<file path="config.mk">
export PLATFORM = sky130hd
export DESIGN_NAME = traffic_light_junction_controller
export DESIGN_NICKNAME = d
export VERILOG_FILES = /design/src/sv/tlj_pkg.sv /design/src/sv/tlj_cfg.sv /design/src/sv/tlj_step.sv /design/src/sv/traffic_light_junction_controller.sv
export SDC_FILE = /design/constraint.sdc
export NUM_CORES = 1
export LEC_CHECK = 0
export ABC_AREA = 0
export ABC_CLOCK_PERIOD_IN_PS = 10500
export BUFFER_PORTS_ARGS = -buffer_cell sky130_fd_sc_hd__buf_2
export CORE_MARGIN = 3
export CORE_UTILIZATION = 40
export DETAILED_ROUTE_END_ITERATION = 10
export PLACE_DENSITY = 0.59
export SLEW_MARGIN = 10
export SYNTH_ARGS = -nofsm -noshare
export SYNTH_HDL_FRONTEND = slang
export SYNTH_SLANG_ARGS = --single-unit
</file>
<file path="constraint.sdc">
create_clock -name clk -period 10.5 [get_ports clk]
set_clock_uncertainty 0.15 [all_clocks]
set_input_delay 1.575 -clock clk [delete_from_list [all_inputs] [get_ports clk]]
set_output_delay 1.575 -clock clk [all_outputs]
set_load 0.05 [all_outputs]
</file>
<file path="src/sv/tlj_pkg.sv">
// Package for the junction controller: request, result and state types,
// lamp and phase codes, register indexes and reset values.
// No dependencies.
package tlj_pkg;

  localparam int TIMER_BITS_DEFAULT = 16;
  localparam int DUR_W              = 16;

  // Register indexes on the configuration channel.
  localparam logic [1:0] CFG_GREEN   = 2'd0;
  localparam logic [1:0] CFG_YELLOW  = 2'd1;
  localparam logic [1:0] CFG_ALL_RED = 2'd2;

  localparam logic [DUR_W-1:0] GREEN_RESET   = 16'd10000;
  localparam logic [DUR_W-1:0] YELLOW_RESET  = 16'd3000;
  localparam logic [DUR_W-1:0] ALL_RED_RESET = 16'd5000;

  // Road lamp codes.
  localparam logic [1:0] LAMP_RED    = 2'd0;
  localparam logic [1:0] LAMP_REDYEL = 2'd1;
  localparam logic [1:0] LAMP_GREEN  = 2'd2;
  localparam logic [1:0] LAMP_YELLOW = 2'd3;

  // Pedestrian lamp codes.
  localparam logic WALK_RED   = 1'b0;
  localparam logic WALK_GREEN = 1'b1;

  // Phase codes as seen on the result and held in last_served.
  localparam logic [1:0] CODE_ALL_RED = 2'd0;
  localparam logic [1:0] CODE_WALK    = 2'd1;
  localparam logic [1:0] CODE_MAIN    = 2'd2;
  localparam logic [1:0] CODE_CROSS   = 2'd3;
  localparam logic [1:0] CODE_NONE    = 2'd0;

  // Bits of the request latches.
  localparam int REQ_WALK  = 0;
  localparam int REQ_MAIN  = 1;
  localparam int REQ_CROSS = 2;

  typedef enum logic [3:0] {
    PH_ALL_RED = 4'b0001,
    PH_WALK    = 4'b0010,
    PH_MAIN    = 4'b0100,
    PH_CROSS   = 4'b1000
  } phase_t;

  typedef struct packed {
    logic press_pedestrian;
    logic press_main;
    logic press_cross;
  } tick_t;

  typedef struct packed {
    logic [1:0] main_lamp;
    logic [1:0] cross_lamp;
    logic       walk_lamp;
    logic [1:0] phase;
    logic [2:0] pending;
  } lamps_t;

  typedef struct packed {
    logic [DUR_W-1:0] green_duration;
    logic [DUR_W-1:0] yellow_duration;
    logic [DUR_W-1:0] all_red_duration;
  } cfg_t;

  typedef struct packed {
    phase_t     phase;
    logic [1:0] lamp_step;
    logic [1:0] last_served;
    logic [2:0] requests;
    logic [1:0] main_state;
    logic [1:0] cross_state;
    logic       walk_state;
  } state_t;

  function automatic logic [1:0] phase_code(input phase_t ph);
    logic [1:0] code;
    case (ph)
      PH_WALK:  code = CODE_WALK;
      PH_MAIN:  code = CODE_MAIN;
      PH_CROSS: code = CODE_CROSS;
      default:  code = CODE_ALL_RED;
    endcase
    return code;
  endfunction

endpackage

</file>
<file path="src/sv/tlj_cfg.sv">
// Timing register file of the junction controller, written over the
// configuration channel. Depends on tlj_pkg.
module tlj_cfg (
  input  logic              clk,
  input  logic              rst,
  input  logic              cfg_valid,
  output logic              cfg_ready,
  input  logic [1:0]        cfg_index,
  input  logic [15:0]       cfg_data,
  output tlj_pkg::cfg_t     cfg
);

  assign cfg_ready = 1'b1;

  always_ff @(posedge clk) begin
    if (rst) begin
      cfg.green_duration   <= tlj_pkg::GREEN_RESET;
      cfg.yellow_duration  <= tlj_pkg::YELLOW_RESET;
      cfg.all_red_duration <= tlj_pkg::ALL_RED_RESET;
    end else if (cfg_valid && cfg_ready) begin
      // An index past the last register is dropped.
      case (cfg_index)
        tlj_pkg::CFG_GREEN:   cfg.green_duration   <= cfg_data;
        tlj_pkg::CFG_YELLOW:  cfg.yellow_duration  <= cfg_data;
        tlj_pkg::CFG_ALL_RED: cfg.all_red_duration <= cfg_data;
        default: ;
      endcase
    end
  end

endmodule

</file>
<file path="src/sv/tlj_step.sv">
// Next-state logic of the junction controller for one tick: request
// latching, timer update and phase sequencing. Depends on tlj_pkg.
module tlj_step #(
  parameter int TIMER_BITS = tlj_pkg::TIMER_BITS_DEFAULT
) (
  input  tlj_pkg::state_t        st,
  input  logic [TIMER_BITS-1:0]  elapsed,
  input  tlj_pkg::tick_t         tick,
  input  tlj_pkg::cfg_t          cfg,
  output tlj_pkg::state_t        st_next,
  output logic [TIMER_BITS-1:0]  elapsed_next
);

  localparam int CMP_W = (TIMER_BITS > tlj_pkg::DUR_W) ? TIMER_BITS : tlj_pkg::DUR_W;

  logic [TIMER_BITS-1:0] elapsed_inc;
  logic [CMP_W-1:0]      e_wide;
  logic                  over_green;
  logic                  over_yellow;
  logic                  over_all_red;
  tlj_pkg::phase_t       release_ph;
  logic [1:0]            road_lamp;
  logic                  road_change;
  logic                  road_done;
  logic                  is_main;

  // The timer stops at its top value rather than wrapping.
  assign elapsed_inc  = (elapsed == {TIMER_BITS{1'b1}}) ? elapsed
                                                        : elapsed + TIMER_BITS'(1);
  assign e_wide       = CMP_W'(elapsed_inc);
  assign over_green   = e_wide > CMP_W'(cfg.green_duration);
  assign over_yellow  = e_wide > CMP_W'(cfg.yellow_duration);
  assign over_all_red = e_wide > CMP_W'(cfg.all_red_duration);
  assign is_main      = (st.phase == tlj_pkg::PH_MAIN);

  always_comb begin
    st_next          = st;
    st_next.requests = st.requests | {tick.press_cross, tick.press_main,
                                      tick.press_pedestrian};
    elapsed_next     = elapsed_inc;
    release_ph       = tlj_pkg::PH_ALL_RED;
    road_lamp        = st.lamp_step;
    road_change      = 1'b0;
    road_done        = 1'b0;

    case (st.phase)
      tlj_pkg::PH_ALL_RED: begin
        // Requests in priority order, skipping whichever was served last;
        // otherwise a timed release alternating the two roads.
        if (st_next.requests[tlj_pkg::REQ_WALK] && st.last_served != tlj_pkg::CODE_WALK) begin
          release_ph = tlj_pkg::PH_WALK;
        end else if (st_next.requests[tlj_pkg::REQ_MAIN]
                     && st.last_served != tlj_pkg::CODE_MAIN) begin
          release_ph = tlj_pkg::PH_MAIN;
        end else if (st_next.requests[tlj_pkg::REQ_CROSS]
                     && st.last_served != tlj_pkg::CODE_CROSS) begin
          release_ph = tlj_pkg::PH_CROSS;
        end else if (over_all_red) begin
          release_ph = (st.last_served != tlj_pkg::CODE_MAIN) ? tlj_pkg::PH_MAIN
                                                               : tlj_pkg::PH_CROSS;
        end
        if (release_ph != tlj_pkg::PH_ALL_RED) begin
          st_next.phase       = release_ph;
          st_next.last_served = tlj_pkg::phase_code(release_ph);
          st_next.lamp_step   = tlj_pkg::LAMP_REDYEL;
          elapsed_next        = '0;
          case (release_ph)
            tlj_pkg::PH_WALK: st_next.walk_state  = tlj_pkg::WALK_GREEN;
            tlj_pkg::PH_MAIN: st_next.main_state  = tlj_pkg::LAMP_REDYEL;
            default:          st_next.cross_state = tlj_pkg::LAMP_REDYEL;
          endcase
        end
      end

      tlj_pkg::PH_WALK: begin
        if (st.lamp_step == tlj_pkg::LAMP_RED) begin
          st_next.lamp_step  = tlj_pkg::LAMP_REDYEL;
          st_next.walk_state = tlj_pkg::WALK_GREEN;
          elapsed_next       = '0;
        end else if (over_green) begin
          st_next.lamp_step                  = tlj_pkg::LAMP_RED;
          st_next.walk_state                 = tlj_pkg::WALK_RED;
          st_next.requests[tlj_pkg::REQ_WALK] = 1'b0;
          st_next.phase                      = tlj_pkg::PH_ALL_RED;
          elapsed_next                       = '0;
        end
      end

      tlj_pkg::PH_MAIN, tlj_pkg::PH_CROSS: begin
        case (st.lamp_step)
          tlj_pkg::LAMP_RED: begin
            road_lamp   = tlj_pkg::LAMP_REDYEL;
            road_change = 1'b1;
          end
          tlj_pkg::LAMP_REDYEL: begin
            road_lamp   = tlj_pkg::LAMP_GREEN;
            road_change = over_yellow;
          end
          tlj_pkg::LAMP_GREEN: begin
            road_lamp   = tlj_pkg::LAMP_YELLOW;
            road_change = over_green;
          end
          default: begin
            road_lamp   = tlj_pkg::LAMP_RED;
            road_change = over_yellow;
            road_done   = over_yellow;
          end
        endcase
        if (road_change) begin
          st_next.lamp_step = road_lamp;
          elapsed_next      = '0;
          if (is_main) begin
            st_next.main_state = road_lamp;
          end else begin
            st_next.cross_state = road_lamp;
          end
        end
        if (road_done) begin
          st_next.phase = tlj_pkg::PH_ALL_RED;
          if (is_main) begin
            st_next.requests[tlj_pkg::REQ_MAIN] = 1'b0;
          end else begin
            st_next.requests[tlj_pkg::REQ_CROSS] = 1'b0;
          end
        end
      end

      default: begin
        st_next = st;
      end
    endcase
  end

endmodule

</file>
<file path="src/sv/traffic_light_junction_controller.sv">
// Top level of the junction controller: request register, controller
// state, result register and handshakes. Depends on tlj_pkg, tlj_cfg, tlj_step.
//
// Usage
// Each request on the tick channel (tick_valid, tick_stall, tick) is one
// millisecond tick carrying the pedestrian button and the two road detector
// bits. For every request accepted, exactly one result comes out on the
// lamps channel (lamps_valid, lamps_stall, lamps): both road lamps, the
// pedestrian lamp, the current phase and the request latches, all as they
// stand after that tick.
// A request is first held in the request register; the controller state and
// the result register are then updated together when it moves on, which
// waits while the result register is blocked. One request is taken in every
// cycle while the receiver takes results; the state update bounds this.
// When the receiver stalls, the result holds and the request register fills;
// tick_stall then rises until the result is taken, so nothing is dropped.
// The timing registers (green, yellow, all-red) are written over the cfg
// channel, which is always ready; write them only while the block is idle.
// Reset (rst, synchronous) puts all lamps to red in the all-red phase with
// no requests latched, clears the timer and restores the default timings.
module traffic_light_junction_controller #(
  parameter int TIMER_BITS = tlj_pkg::TIMER_BITS_DEFAULT
) (
  input  logic             clk,
  input  logic             rst,
  input  logic             tick_valid,
  output logic             tick_stall,
  input  tlj_pkg::tick_t   tick,
  output logic             lamps_valid,
  input  logic             lamps_stall,
  output tlj_pkg::lamps_t  lamps,
  input  logic             cfg_valid,
  output logic             cfg_ready,
  input  logic [1:0]       cfg_index,
  input  logic [15:0]      cfg_data
);

  tlj_pkg::cfg_t         cfg;
  tlj_pkg::tick_t        tick_q;
  logic                  tick_q_valid;
  tlj_pkg::state_t       st;
  tlj_pkg::state_t       st_next;
  logic [TIMER_BITS-1:0] elapsed;
  logic [TIMER_BITS-1:0] elapsed_next;
  logic                  result_free;
  logic                  advance;
  logic                  tick_accept;

  tlj_cfg u_cfg (
    .clk       (clk),
    .rst       (rst),
    .cfg_valid (cfg_valid),
    .cfg_ready (cfg_ready),
    .cfg_index (cfg_index),
    .cfg_data  (cfg_data),
    .cfg       (cfg)
  );

  tlj_step #(
    .TIMER_BITS (TIMER_BITS)
  ) u_step (
    .st           (st),
    .elapsed      (elapsed),
    .tick         (tick_q),
    .cfg          (cfg),
    .st_next      (st_next),
    .elapsed_next (elapsed_next)
  );

  // The result register is free when empty or being taken this cycle; the
  // registered request moves into the controller whenever it is.
  assign result_free = !lamps_valid || !lamps_stall;
  assign advance     = tick_q_valid && result_free;
  assign tick_stall  = tick_q_valid && !result_free;
  assign tick_accept = tick_valid && !tick_stall;

  always_ff @(posedge clk) begin
    if (rst) begin
      tick_q_valid <= 1'b0;
    end else if (tick_accept) begin
      tick_q_valid <= 1'b1;
    end else if (advance) begin
      tick_q_valid <= 1'b0;
    end
  end

  always_ff @(posedge clk) begin
    if (tick_accept) begin
      tick_q <= tick;
    end
  end

  // Controller state moves once per request.
  always_ff @(posedge clk) begin
    if (rst) begin
      st.phase       <= tlj_pkg::PH_ALL_RED;
      st.lamp_step   <= tlj_pkg::LAMP_RED;
      st.last_served <= tlj_pkg::CODE_NONE;
      st.requests    <= '0;
      st.main_state  <= tlj_pkg::LAMP_RED;
      st.cross_state <= tlj_pkg::LAMP_RED;
      st.walk_state  <= tlj_pkg::WALK_RED;
      elapsed        <= '0;
    end else if (advance) begin
      st      <= st_next;
      elapsed <= elapsed_next;
    end
  end

  always_ff @(posedge clk) begin
    if (rst) begin
      lamps_valid <= 1'b0;
    end else if (advance) begin
      lamps_valid <= 1'b1;
    end else if (!lamps_stall) begin
      lamps_valid <= 1'b0;
    end
  end

  always_ff @(posedge clk) begin
    if (advance) begin
      lamps.main_lamp  <= st_next.main_state;
      lamps.cross_lamp <= st_next.cross_state;
      lamps.walk_lamp  <= st_next.walk_state;
      lamps.phase      <= tlj_pkg::phase_code(st_next.phase);
      lamps.pending    <= st_next.requests;
    end
  end

  // In all red nothing may show anything but red.
  a_all_red_lamps: assert property (@(posedge clk) disable iff (rst)
    st.phase == tlj_pkg::PH_ALL_RED |->
      st.main_state == tlj_pkg::LAMP_RED && st.cross_state == tlj_pkg::LAMP_RED
      && st.walk_state == tlj_pkg::WALK_RED)
    else $error("lamp lit during all red");

  // Pedestrians walk only against two red roads.
  a_walk_safe: assert property (@(posedge clk) disable iff (rst)
    st.walk_state == tlj_pkg::WALK_GREEN |->
      st.phase == tlj_pkg::PH_WALK && st.main_state == tlj_pkg::LAMP_RED
      && st.cross_state == tlj_pkg::LAMP_RED)
    else $error("pedestrian green with conflicting traffic");

  // The two roads never show anything but red at the same time.
  a_roads_exclusive: assert property (@(posedge clk) disable iff (rst)
    st.main_state != tlj_pkg::LAMP_RED |-> st.cross_state == tlj_pkg::LAMP_RED)
    else $error("main and cross road both released");

  // A request moved into the controller always yields a result next cycle.
  a_advance_result: assert property (@(posedge clk) disable iff (rst)
    advance |=> lamps_valid)
    else $error("request processed without a result");

  // A held request is not lost while the result register is blocked.
  a_request_held: assert property (@(posedge clk) disable iff (rst)
    tick_q_valid && !result_free |=> tick_q_valid && $stable(tick_q))
    else $error("held request lost or changed");

endmodule

</file>
==> impl_metrics.py <==
metrics = {
    "outcome": {
        "status": "finished clean",
    },
    "sta": {
        "period_needed_ns": 5.02,
        "rsz0062_at_grt": "no",
        "worst_pin_slew_ns": 0.922,
        "max_freq_ghz": 0.199,
        "hold_viol_final": 0,
        "timing.hold.ws_ns": 0.306,
        "setup_viol": 0,
        "slew_violations": 0,
        "period_share_pct": 47.8,
        "max-slew-margin-rel_pct": 38.5,
        "finalSetupTns_ns": 0,
    },
    "placed_design": {
        "numPortBuffers": 37,
        "routabilityCongestion": 0.890,
        "hpwl_um": 10300,
    },
    "cells_and_area": {
        "antenna_cells": 0,
        "drive_gt1_share_pct": 10.7,
        "most-common-layout-cells": "nand2_1, dfxtp_1, a21oi_1",
        "syn_to_final_growth_pct": 11.6,
        "layout.nets": 783,
        "final_common_cell": "nand2_1",
    },
    "power_and_ir_drop": {
        "ir_drop_uv": 103,
        "power_density_mw_per_mm2": 140,
        "leakagePower_uw": 0.00247,
        "switching_share_pct": 26.0,
        "switchingPower_uw": 223,
        "intPower_uw": 635,
        "pwr-share-comb_pct": 13.3,
        "seq_power_share_pct": 45.8,
        "clockPowerShare_pct": 40.9,
    },
    "route": {
        "wire_per_inst_um": 15.7,
        "viasPerCell": 5.44,
        "first_iter_violations": 305,
        "antenna_left": 0,
        "drt_wl_total_um": 13900,
        "route.detailed.drc": 0,
        "drtPass1Iterations": 5,
        "vias": 4813,
    },
    "clock_network": {
        "cts_resized": 0,
        "cts_tree": "built",
        "cts_setup_buffers": 0,
        "cts_hold_repair.buffers": 0,
        "numCtsBuffers": 9,
        "clkLatencyLatePin_ns": 0.35,
        "cts-root-buf": "clkbuf_16",
        "ctsHtreeMaxLevel": 3,
        "cts.clk_slew.worst_paths_ns": 0.06,
        "clock_path_buffers": 2,
        "cts.sinks": 95,
    },
    "synth": {
        "synth-edff-count": 13,
        "ys_async_sr_fraction_pct": 0,
        "synth_cells": 680,
        "synth_top_area_share_pct": 29.8,
        "synthFlopType": "dfxtp_1",
        "syn_avg_cell_area_sq_um": 8.11,
        "yosys-top-cells-area": "dfxtp_1, ha_1, nand2_1",
        "synth_seq_cells": 95,
        "synthesis.area_sq_mm": 0.00551,
        "yosysUniqueCellTypes": 63,
        "yosysSeqAreaShare_pct": 36.9,
        "yosysWarnings": 0,
        "synth_largest_area_cell": "dfxtp_1",
        "syn_nets": 758,
    },
    "global_route": {
        "grt_max_degree": 77,
        "grt_pass1_wl_um": 23000,
        "grt_overflow_total": 0,
        "antenna_found_initial": 0,
        "grt_pass1_vias": 4549,
        "grtUsageTotal_pct": 19.3,
    },
    "floorplan": {
        "fp.dieArea_sq_mm": 0.0152,
        "rows": 42,
        "start_util_pct": 41.3,
        "die_y_um": 123,
        "die_w_um": 123,
        "core_sq_mm": 0.0133,
        "io_pins": 39,
    },
    "critical_path": {
        "worstPathCellList": "nand4_1 -> nor4_1 -> nand4_1 -> and3_1 -> nand4_1 -> xnor2_1 -> ha_1 -> nand4_1 -> nor4_1 -> or2_2 -> a31oi_1 -> o311ai_1 -> mux2i_1 -> nand2_1",
        "crit_type": "flop to flop",
        "critPathMaxStageDelay_ns": 0.74,
        "cp_common_cell": "nand4_1",
        "end_kind": "flop",
        "cp_slowest_cell": "o311ai_1",
        "cp_max_fo": 8,
        "crit_arrival_ns": 4.98,
        "crit_path_start_kind": "flop",
        "critPathRequiredTime_ns": 10.46,
    },
    "min_path": {
        "hold_path_class": "flop to flop",
    },
    "flow_run": {
        "drv_cap": 0,
    },
}
==> layout make-up <==
type,count,area (sq um)
repair buffers,40,208
inverters,58,218
multi-input cells,501,3160
flip-flops and latches,95,2030
fillers,1368,7200
well taps,176,220
clock buffers,11,243
clock inverters,4,70.1
==> kinds of logic after synthesis <==
logic type | share of synthesized area [%]
flops | 36.9
simple gates | 23.3
mux | 0.976
fa+ha+maj | 11.8
buf+inv | 5.90
compound gates | 19.2
xor+xnor | 1.91
other cells | 0.0680
==> worst max-delay path, delay by kind of cell (launching register included) <==
family,cells,cell delay (ns)
AO/OA/AOI/OAI,2,0.79
adder cells (fa/ha/maj),1,0.34
AND/OR/NAND/NOR,9,2.61
XOR/XNOR,1,0.17
flip-flops,1,0.46
multiplexers,1,0.26
==> registers in the layout, summed over array words and instances, names as in the netlist <==
register and flops:
u_cfg.cfg 48, elapsed 16, st 16, lamps 10, tick_q 3, lamps_valid 1
tick_q_valid 1
==> worst paths after layout <==
path	to	slack [ns]	depth (start not counted)	from
setup / recovery	lamps[8]$_DFFE_PP_	5.48	14	elapsed[3]$_SDFFE_PP0P_
setup reg to reg	lamps[8]$_DFFE_PP_	5.48	14	elapsed[3]$_SDFFE_PP0P_
hold / removal	u_cfg.cfg[22]$_SDFFE_PP0P_	0.31	2	u_cfg.cfg[22]$_SDFFE_PP0P_
hold reg to reg	u_cfg.cfg[22]$_SDFFE_PP0P_	0.31	2	u_cfg.cfg[22]$_SDFFE_PP0P_
==> power groups by stage <==
stage | clock [uW] | combinational, uW | sequential [uW]
floorplan | 0 | 75.8 | 408
global placement | 0 | 112 | 400
detailed placement | 0 | 113 | 401
CTS | 362 | 114 | 393
global route | 376 | 128 | 395
finish | 351 | 114 | 393
==> metrics by stage <==
step	cells	worst slack, ns	area [sq um]	power (uW)	utilization [%]
after floorplan	680	6.40	5510	483	-
after global placement	870	5.75	5840	512	43.7
after detailed placement	870	5.61	5840	515	43.7
after CTS	885	5.55	6150	869	46.1
after global routing	885	4.95	6150	898	46.1
final	885	5.48	6150	858	46.1
==> per-layer routing <==
metal	global-route usage, %	part of all wire, %
met5	0	0
met4	3.88	0.78
met3	4.57	3.7
met2	31.5	46
met1	26.2	49
==> cell usage after synthesis (3+ instances only) <==
| cell type | count |
|---|---|
| nand2_1 | 112 |
| dfxtp_1 | 82 |
| a21oi_1 | 73 |
| inv_1 | 57 |
| nor2_1 | 56 |
| ha_1 | 52 |
| nand3_1 | 19 |
| a211o_1 | 18 |
| clkbuf_1 | 18 |
| nor3_1 | 18 |
| o21ai_0 | 16 |
| a31oi_1 | 15 |
| nand4_1 | 15 |
| edfxtp_1 | 13 |
| xnor2_1 | 10 |
| a22o_1 | 9 |
| nand2b_1 | 6 |
| o21a_1 | 6 |
| a211oi_1 | 5 |
| and3_1 | 5 |
| buf_2 | 5 |
| nor2b_1 | 5 |
| nor4_1 | 5 |
| nand3b_1 | 3 |
| o31ai_1 | 3 |
Power figures use the tool's default switching activity.
